--- src/design/sm4_pkg.sv ---
package sm4_pkg;

  typedef logic [31:0] word_t;
  typedef logic [3:0][31:0] blk_t;

  typedef struct packed {
    logic fwd;
    logic bwd;
  } chain_ctl_t;

  localparam int CFG_INDEX_W = 2;
  localparam logic [CFG_INDEX_W-1:0] CFG_KEY_HIGH = 2'd0;
  localparam logic [CFG_INDEX_W-1:0] CFG_KEY_LOW  = 2'd1;

  localparam word_t FK0 = 32'ha3b1bac6;
  localparam word_t FK1 = 32'h56aa3350;
  localparam word_t FK2 = 32'h677d9197;
  localparam word_t FK3 = 32'hb27022dc;

  localparam logic [7:0] SBOX [256] = '{
    8'hd6, 8'h90, 8'he9, 8'hfe, 8'hcc, 8'he1, 8'h3d, 8'hb7,
    8'h16, 8'hb6, 8'h14, 8'hc2, 8'h28, 8'hfb, 8'h2c, 8'h05,
    8'h2b, 8'h67, 8'h9a, 8'h76, 8'h2a, 8'hbe, 8'h04, 8'hc3,
    8'haa, 8'h44, 8'h13, 8'h26, 8'h49, 8'h86, 8'h06, 8'h99,
    8'h9c, 8'h42, 8'h50, 8'hf4, 8'h91, 8'hef, 8'h98, 8'h7a,
    8'h33, 8'h54, 8'h0b, 8'h43, 8'hed, 8'hcf, 8'hac, 8'h62,
    8'he4, 8'hb3, 8'h1c, 8'ha9, 8'hc9, 8'h08, 8'he8, 8'h95,
    8'h80, 8'hdf, 8'h94, 8'hfa, 8'h75, 8'h8f, 8'h3f, 8'ha6,
    8'h47, 8'h07, 8'ha7, 8'hfc, 8'hf3, 8'h73, 8'h17, 8'hba,
    8'h83, 8'h59, 8'h3c, 8'h19, 8'he6, 8'h85, 8'h4f, 8'ha8,
    8'h68, 8'h6b, 8'h81, 8'hb2, 8'h71, 8'h64, 8'hda, 8'h8b,
    8'hf8, 8'heb, 8'h0f, 8'h4b, 8'h70, 8'h56, 8'h9d, 8'h35,
    8'h1e, 8'h24, 8'h0e, 8'h5e, 8'h63, 8'h58, 8'hd1, 8'ha2,
    8'h25, 8'h22, 8'h7c, 8'h3b, 8'h01, 8'h21, 8'h78, 8'h87,
    8'hd4, 8'h00, 8'h46, 8'h57, 8'h9f, 8'hd3, 8'h27, 8'h52,
    8'h4c, 8'h36, 8'h02, 8'he7, 8'ha0, 8'hc4, 8'hc8, 8'h9e,
    8'hea, 8'hbf, 8'h8a, 8'hd2, 8'h40, 8'hc7, 8'h38, 8'hb5,
    8'ha3, 8'hf7, 8'hf2, 8'hce, 8'hf9, 8'h61, 8'h15, 8'ha1,
    8'he0, 8'hae, 8'h5d, 8'ha4, 8'h9b, 8'h34, 8'h1a, 8'h55,
    8'had, 8'h93, 8'h32, 8'h30, 8'hf5, 8'h8c, 8'hb1, 8'he3,
    8'h1d, 8'hf6, 8'he2, 8'h2e, 8'h82, 8'h66, 8'hca, 8'h60,
    8'hc0, 8'h29, 8'h23, 8'hab, 8'h0d, 8'h53, 8'h4e, 8'h6f,
    8'hd5, 8'hdb, 8'h37, 8'h45, 8'hde, 8'hfd, 8'h8e, 8'h2f,
    8'h03, 8'hff, 8'h6a, 8'h72, 8'h6d, 8'h6c, 8'h5b, 8'h51,
    8'h8d, 8'h1b, 8'haf, 8'h92, 8'hbb, 8'hdd, 8'hbc, 8'h7f,
    8'h11, 8'hd9, 8'h5c, 8'h41, 8'h1f, 8'h10, 8'h5a, 8'hd8,
    8'h0a, 8'hc1, 8'h31, 8'h88, 8'ha5, 8'hcd, 8'h7b, 8'hbd,
    8'h2d, 8'h74, 8'hd0, 8'h12, 8'hb8, 8'he5, 8'hb4, 8'hb0,
    8'h89, 8'h69, 8'h97, 8'h4a, 8'h0c, 8'h96, 8'h77, 8'h7e,
    8'h65, 8'hb9, 8'hf1, 8'h09, 8'hc5, 8'h6e, 8'hc6, 8'h84,
    8'h18, 8'hf0, 8'h7d, 8'hec, 8'h3a, 8'hdc, 8'h4d, 8'h20,
    8'h79, 8'hee, 8'h5f, 8'h3e, 8'hd7, 8'hcb, 8'h39, 8'h48
  };

  function automatic word_t sub_word(word_t v);
    return {SBOX[v[31:24]], SBOX[v[23:16]], SBOX[v[15:8]], SBOX[v[7:0]]};
  endfunction

  function automatic word_t rotl(word_t v, int s);
    return (v << s) | (v >> (32 - s));
  endfunction

  function automatic word_t lin_data(word_t b);
    return b ^ rotl(b, 2) ^ rotl(b, 10) ^ rotl(b, 18) ^ rotl(b, 24);
  endfunction

  function automatic word_t lin_key(word_t b);
    return b ^ rotl(b, 13) ^ rotl(b, 23);
  endfunction

  // Byte j of chain constant i is (4*i + j) * 7 modulo 256.
  function automatic word_t chain_const(logic [7:0] i);
    word_t w;
    logic [9:0] base;
    w = '0;
    base = {i, 2'b00};
    for (int j = 0; j < 4; j++) begin
      w = {w[23:0], 8'((base + 10'(j)) * 10'd7)};
    end
    return w;
  endfunction

endpackage

--- src/design/sm4_round.sv ---
module sm4_rnd_unit (
  input  sm4_pkg::blk_t  w,
  input  sm4_pkg::word_t addend,
  input  logic           key_mode,
  output sm4_pkg::word_t nx
);
  import sm4_pkg::*;

  word_t sb;

  always_comb begin
    sb = sub_word(w[1] ^ w[2] ^ w[3] ^ addend);
    nx = w[0] ^ (key_mode ? lin_key(sb) : lin_data(sb));
  end

endmodule

--- src/design/sm4_key_stage.sv ---
module sm4_key_stage (
  input  logic                clk,
  input  sm4_pkg::chain_ctl_t ctl,
  input  sm4_pkg::word_t      from_next,
  input  sm4_pkg::word_t      from_prev,
  output sm4_pkg::word_t      q
);
  import sm4_pkg::*;

  word_t rk_r;

  always_ff @(posedge clk) begin
    if (ctl.fwd) begin
      rk_r <= from_next;
    end else if (ctl.bwd) begin
      rk_r <= from_prev;
    end
  end

  assign q = rk_r;

endmodule

--- src/design/sm4_block_cipher_core.sv ---
// SM4 block cipher core, electronic codebook form.
// The input channel (in_) carries one 128-bit block in tdata and the
// direction in tuser (0 encrypts, 1 decrypts). The output channel (out_)
// carries the 128-bit result. The key is written through the cfg_ port:
// index 0 sets the upper 64 key bits, index 1 the lower 64 bits; other
// indexes are accepted and ignored.
// Every valid key write, and reset, starts a key expansion, during
// which neither a block nor a key word is accepted. The round keys live
// in a ring of 32 stages which turns one place per cycle while a key is
// expanded or a block runs. A block runs 32 rounds through one shared
// round unit, one round per cycle; the core takes no new block until the
// result is loaded into the output register, where out_tvalid rises.
// The result sits in an output register; a stalled receiver does not stop
// the next block from being accepted, but a finished block waits in the
// core until the output register is free.
// Reset is synchronous and active low; it drops out_tvalid and loads the
// all-zero key.
module sm4_block_cipher_core #(
  parameter int ROUND_COUNT = 32
) (
  input  logic                             clk,
  input  logic                             rst_n,
  input  logic                             in_tvalid,
  output logic                             in_tready,
  input  logic [127:0]                     in_tdata,  // block_high, block_low
  input  logic                             in_tuser,  // kind
  output logic                             out_tvalid,
  input  logic                             out_tready,
  output logic [127:0]                     out_tdata, // result_high, result_low
  input  logic                             cfg_valid,
  output logic                             cfg_ready,
  input  logic [sm4_pkg::CFG_INDEX_W-1:0]  cfg_index,
  input  logic [63:0]                      cfg_data
);
  import sm4_pkg::*;

  localparam int CW = $clog2(ROUND_COUNT);
  localparam logic [CW-1:0] LAST = CW'(ROUND_COUNT - 1);

  typedef enum logic [2:0] {
    S_KEYLOAD,
    S_EXPAND,
    S_IDLE,
    S_RUN,
    S_HOLD
  } state_t;

  state_t           state_r;
  logic [CW-1:0]    cnt_r;
  blk_t             w_r;
  logic             dec_r;
  logic [63:0]      key_high_r;
  logic [63:0]      key_low_r;
  logic             out_valid_r;
  logic [127:0]     out_data_r;

  word_t            rk_q [ROUND_COUNT];
  word_t            rk_next [ROUND_COUNT];
  word_t            rk_prev [ROUND_COUNT];
  chain_ctl_t       ctl;
  word_t            addend;
  word_t            nx;
  logic             key_mode;
  logic             in_acc;
  logic             cfg_acc;
  logic             out_free;
  logic             out_load;

  assign in_tready = (state_r == S_IDLE) && !cfg_valid;
  assign cfg_ready = (state_r == S_IDLE);
  assign in_acc    = in_tvalid && in_tready;
  assign cfg_acc   = cfg_valid && cfg_ready;
  assign out_free  = !out_valid_r || out_tready;
  assign key_mode  = (state_r == S_EXPAND);
  assign out_load  = out_free &&
                     (((state_r == S_RUN) && (cnt_r == LAST)) || (state_r == S_HOLD));

  always_comb begin
    ctl.fwd = (state_r == S_EXPAND) || ((state_r == S_RUN) && !dec_r);
    ctl.bwd = (state_r == S_RUN) && dec_r;
    for (int i = 0; i < ROUND_COUNT; i++) begin
      rk_prev[i] = (i == 0) ? rk_q[ROUND_COUNT-1] : rk_q[i-1];
      if (i == ROUND_COUNT - 1) begin
        rk_next[i] = key_mode ? nx : rk_q[0];
      end else begin
        rk_next[i] = rk_q[i+1];
      end
    end
    if (key_mode) begin
      addend = chain_const(8'(cnt_r));
    end else begin
      addend = dec_r ? rk_q[ROUND_COUNT-1] : rk_q[0];
    end
  end

  for (genvar g = 0; g < ROUND_COUNT; g++) begin : g_key
    sm4_key_stage u_stage (
      .clk       (clk),
      .ctl       (ctl),
      .from_next (rk_next[g]),
      .from_prev (rk_prev[g]),
      .q         (rk_q[g])
    );
  end

  sm4_rnd_unit u_round (
    .w        (w_r),
    .addend   (addend),
    .key_mode (key_mode),
    .nx       (nx)
  );

  always_ff @(posedge clk) begin
    if (!rst_n) begin
      state_r     <= S_KEYLOAD;
      cnt_r       <= '0;
      key_high_r  <= '0;
      key_low_r   <= '0;
      out_valid_r <= 1'b0;
    end else begin
      if (out_load) begin
        out_valid_r <= 1'b1;
      end else if (out_tready) begin
        out_valid_r <= 1'b0;
      end
      case (state_r)
        S_KEYLOAD: begin
          w_r[0]  <= key_high_r[63:32] ^ FK0;
          w_r[1]  <= key_high_r[31:0] ^ FK1;
          w_r[2]  <= key_low_r[63:32] ^ FK2;
          w_r[3]  <= key_low_r[31:0] ^ FK3;
          cnt_r   <= '0;
          state_r <= S_EXPAND;
        end
        S_EXPAND: begin
          w_r   <= {nx, w_r[3], w_r[2], w_r[1]};
          cnt_r <= cnt_r + 1'b1;
          if (cnt_r == LAST) begin
            state_r <= S_IDLE;
          end
        end
        S_IDLE: begin
          if (cfg_acc) begin
            if (cfg_index == CFG_KEY_HIGH) begin
              key_high_r <= cfg_data;
              state_r    <= S_KEYLOAD;
            end else if (cfg_index == CFG_KEY_LOW) begin
              key_low_r <= cfg_data;
              state_r   <= S_KEYLOAD;
            end
          end else if (in_acc) begin
            w_r     <= {in_tdata[95:64], in_tdata[127:96], in_tdata[31:0], in_tdata[63:32]};
            dec_r   <= in_tuser;
            cnt_r   <= '0;
            state_r <= S_RUN;
          end
        end
        S_RUN: begin
          w_r   <= {nx, w_r[3], w_r[2], w_r[1]};
          cnt_r <= cnt_r + 1'b1;
          if (cnt_r == LAST) begin
            if (out_free) begin
              out_data_r  <= {w_r[1], w_r[2], w_r[3], nx};
              state_r     <= S_IDLE;
            end else begin
              state_r <= S_HOLD;
            end
          end
        end
        S_HOLD: begin
          if (out_free) begin
            out_data_r  <= {w_r[0], w_r[1], w_r[2], w_r[3]};
            state_r     <= S_IDLE;
          end
        end
        default: begin
          state_r <= S_KEYLOAD;
        end
      endcase
    end
  end

  // Result high half (x3, x2) in the low 64 bits, low half (x1, x0) above.
  assign out_tvalid = out_valid_r;
  assign out_tdata  = {out_data_r[95:64], out_data_r[127:96],
                       out_data_r[31:0], out_data_r[63:32]};

  a_in_starts_run: assert property (@(posedge clk) disable iff (!rst_n)
    in_tvalid && in_tready |=> state_r == S_RUN && cnt_r == '0)
    else $error("accepted block did not start the rounds");

  a_key_write_expands: assert property (@(posedge clk) disable iff (!rst_n)
    cfg_valid && cfg_ready && (cfg_index == CFG_KEY_HIGH || cfg_index == CFG_KEY_LOW)
    |=> state_r == S_KEYLOAD)
    else $error("key write did not start a key expansion");

  a_expand_ends: assert property (@(posedge clk) disable iff (!rst_n)
    state_r == S_EXPAND && cnt_r == LAST |=> state_r == S_IDLE)
    else $error("key expansion did not end after the last round");

  a_hold_waits: assert property (@(posedge clk) disable iff (!rst_n)
    state_r == S_HOLD && out_valid_r && !out_tready |=> state_r == S_HOLD)
    else $error("finished block left while the output register was full");

  a_busy_closed: assert property (@(posedge clk) disable iff (!rst_n)
    state_r != S_IDLE |-> !in_tready && !cfg_ready)
    else $error("channel open while the core is busy");

endmodule
--- config.mk ---
export PLATFORM = sky130hd
export DESIGN_NAME = sm4_block_cipher_core
export DESIGN_NICKNAME = d
export VERILOG_FILES = /design/src/design/sm4_pkg.sv /design/src/design/sm4_round.sv /design/src/design/sm4_key_stage.sv /design/src/design/sm4_block_cipher_core.sv
export SDC_FILE = /design/constraint.sdc
export NUM_CORES = 2
export LEC_CHECK = 0
export ABC_AREA = 1
export BUFFER_PORTS_ARGS = -buffer_cell sky130_fd_sc_hd__buf_4
export CORE_MARGIN = 2
export CORE_UTILIZATION = 50
export CTS_CLUSTER_SIZE = 20
export DETAILED_ROUTE_END_ITERATION = 8
export HOLD_SLACK_MARGIN = 0.15
export PLACE_DENSITY = 0.67
export SLEW_MARGIN = 15
export SYNTH_ARGS = -nofsm -noshare
export SYNTH_HDL_FRONTEND = slang
export SYNTH_HIERARCHICAL = 1
export SYNTH_SLANG_ARGS = --single-unit
--- constraint.sdc ---
create_clock -name clk -period 15.56 [get_ports clk]
set_input_delay 1.556 -clock clk [delete_from_list [all_inputs] [get_ports clk]]
set_output_delay 1.556 -clock clk [all_outputs]
set_load 0.01 [all_outputs]
==> impl_metrics.yaml <==
cts:
  cts_max_path_buffers: 3
  clk_latency_ns: 0.84
  hold_buffers: 0
  h-tree-depth: 4
  post-cts-setup-buffer-count: 0
  post_cts_resized: 0
  cts_root_buf: "clkbuf_16"
  cts_buffers: 154
  cts.clk_slew.worst_paths_ns: 0.06
  cts_tree: "done"
  cts.sinks: 1418
sta:
  maxSlewHeadroom_pct: 18.5
  worstMarginPinSlew_ns: 1.22
  setup_ws_ns: 6.89
  timing.hold.ws_ns: 0.444
  period_share_pct: 55.7
  finalClockSkew_ns: 0.0551
  hold_violations: 0
  fmax_mhz: 115
  report.final.slew_viol_count: 0
  setup-tns-final_ns: 0
  rsz0062_at_grt: "no"
  final_period_minus_worst_setup_slack_ns: 8.67
  finalSetupViolCount: 0
cells_and_area:
  final_common_cell: "nand2_1"
  drive_above_1_share_pct: 8.26
  finalNetCount: 10519
  area_growth_pct: 8.50
  final_cell_mix: "nand2_1 (5082), nand3_1 (1310), edfxtp_1 (1281)"
setup_path:
  r2r_cells: 33
  cp_common_cell: "nand2_1"
  crit_type: "flop to flop"
  r2r-start: "state_r[0]"
  cpMaxStageDelayCell: "clkinv_2"
  rrSetupSlack_ns: 6.89
  critPathLaunchType: "flop"
  critPathRequiredTime_ns: 16.10
  crit_arrival_ns: 9.22
  crit_fanout: 58
  slowest_delay_ns: 0.72
  timing.rr.end: "g_key[31].u_stage/q[4]"
  crit_path_end_kind: "flop"
routing:
  first_iter_violations: 10420
  dr.pass1.iters: 6
  drc: 0
  post_drt_wl_per_cell_um: 25.2
  via_count: 74159
  vias_per_cell: 5.91
  wl_um: 316000
  detail-route-antenna-nets: 0
global_routing:
  grt_pass1_vias: 68921
  track_usage_pct: 37.3
  grt_overflow: 0
  busiest_layer: "met2"
  met1_usage_pct: 50.0
  grt_antenna_before_repair: 9
  grt_pass1_wl_um: 458000
  grt_max_degree: 231
  globalRouteMet3Util_pct: 6.46
  met2_usage_pct: 57.7
die:
  die_h_um: 407
  start_util_pct: 50.4
  rows: 147
  die_area_mm2: 0.165
  io_pins: 331
  fp.dieW_um: 407
  coreArea_mm2: 0.161
worst_hold_path:
  min_from: "key_high_r[40]"
  worst_hold_path.endpoint: "key_high_r[40]"
  min_path_type: "flop to flop"
  min_path_cells: 2
synth:
  yosysTopAreaCell: "edfxtp_1"
  syn_inst: 10270
  yosysTopAreaCellShare_pct: 47.4
  syn_area_mm2: 0.0811
  synth-seq-area-share_pct: 50.8
  yosysWarnings: 6
  syn_avg_cell_area_um2: 7.90
  ys_ff_latch: 1418
  synth.area.top_cells: "edfxtp_1 (47%), nand2_1 (24%), nand3_1 (8.1%)"
  synth_cell_types: 45
  synthesis.nets: 10531
run:
  drv_cap: 0
run_status:
  outcome: "finished, final reports clean"
place:
  dp_hpwl_um: 225000
  gp_congestion: 1.01
  io_buffers: 330
  pre_cts_ws_ns: 7.16
## layout make-up
cell class              instances  area (um2)
fillers                     15248       72900
clock inverters                78         870
well taps                    2160        2700
flip-flops and latches       1418       41200
repair buffers                391        2990
multi-input cells            7682       33800
clock buffers                 202        4110
inverters                     611        2390
diodes                          2        5.00
## worst max path at each step
stage / endpoint / slack [ns] / start
final: g_key[31].u_stage/q[4] / 6.89 / state_r[0]
after global routing: g_key[31].u_stage/q[4] / 6.52 / state_r[0]
after CTS: g_key[31].u_stage/q[26] / 7.15 / state_r[0]
after detailed placement: g_key[31].u_stage/q[26] / 7.16 / state_r[0]
after global placement: g_key[31].u_stage/q[26] / 7.12 / state_r[0]
after floorplan: out_data_r[0] / 4.36 / rst_n
## cells in the mapped netlist (all sizes together)
cell type	number
o31ai	5
nor3	3
dfxtp	137
and2	1
or2	42
a31oi	9
xor2	36
clkbuf	87
nand2	5171
edfxtp	1281
clkinv	7
a21oi	240
inv	604
nand4	24
nand2b	1
o21bai	3
o211ai	129
buf	472
xnor2	34
nand3b	21
nor2	226
nand3	1323
ha	53
o21ai	336
fa	8
a22oi	17
## through the flow
stage / cells / utilization [%] / cell area [um2]
2_1_floorplan: 10270 / - / 81100
3_3_place_gp: 12262 / 51.6 / 83000
3_5_place_dp: 12262 / 51.6 / 83000
4_1_cts: 12542 / 54.7 / 88000
5_1_grt: 12544 / 54.7 / 88000
6_report: 12544 / 54.7 / 88000
## metal layers
metal / vias to the layer above / part of all wire, %
met3: 791 / 9.3
met4: 10 / 5.9
li1: 33527 / -
met2: 4234 / 45
met5: - / 0.021
met1: 35597 / 39
## cell families (layout without fill, tap and decap cells)
kind of cell               Yosys count  after routing  synth area share [%]
AOI/OAI and AO/OA                  739            739                  5.05
xor gates and xnor gates            70             70                 0.830
adders and majority gates           61             61                  1.01
buffers and inverters             1170           1282                  7.83
DFF                               1418           1418                  50.8
other                                0              2                     0
and+or+nand+nor                   6812           6812                  34.5
## worst max-delay path: cells and delay by family, from the launching register on
family | cells | cell delay [ns]
AO/OA/AOI/OAI | 2 | 0.41
AND/OR/NAND/NOR | 23 | 4.69
XOR/XNOR | 1 | 0.19
flip-flops | 1 | 0.43
buffers and inverters | 7 | 2.57
## registers in the layout, indices dropped and copies added, names as in the netlist
name	count
state_r	3
g_key.u_stage/q	1024
out_tvalid	1
dec_r	1
w_r	128
out_data_r	128
key_low_r	64
key_high_r	64
cnt_r	5
Power is not shown: default switching activity piles up to over one toggle a cycle in this logic, so the estimate is an artifact.
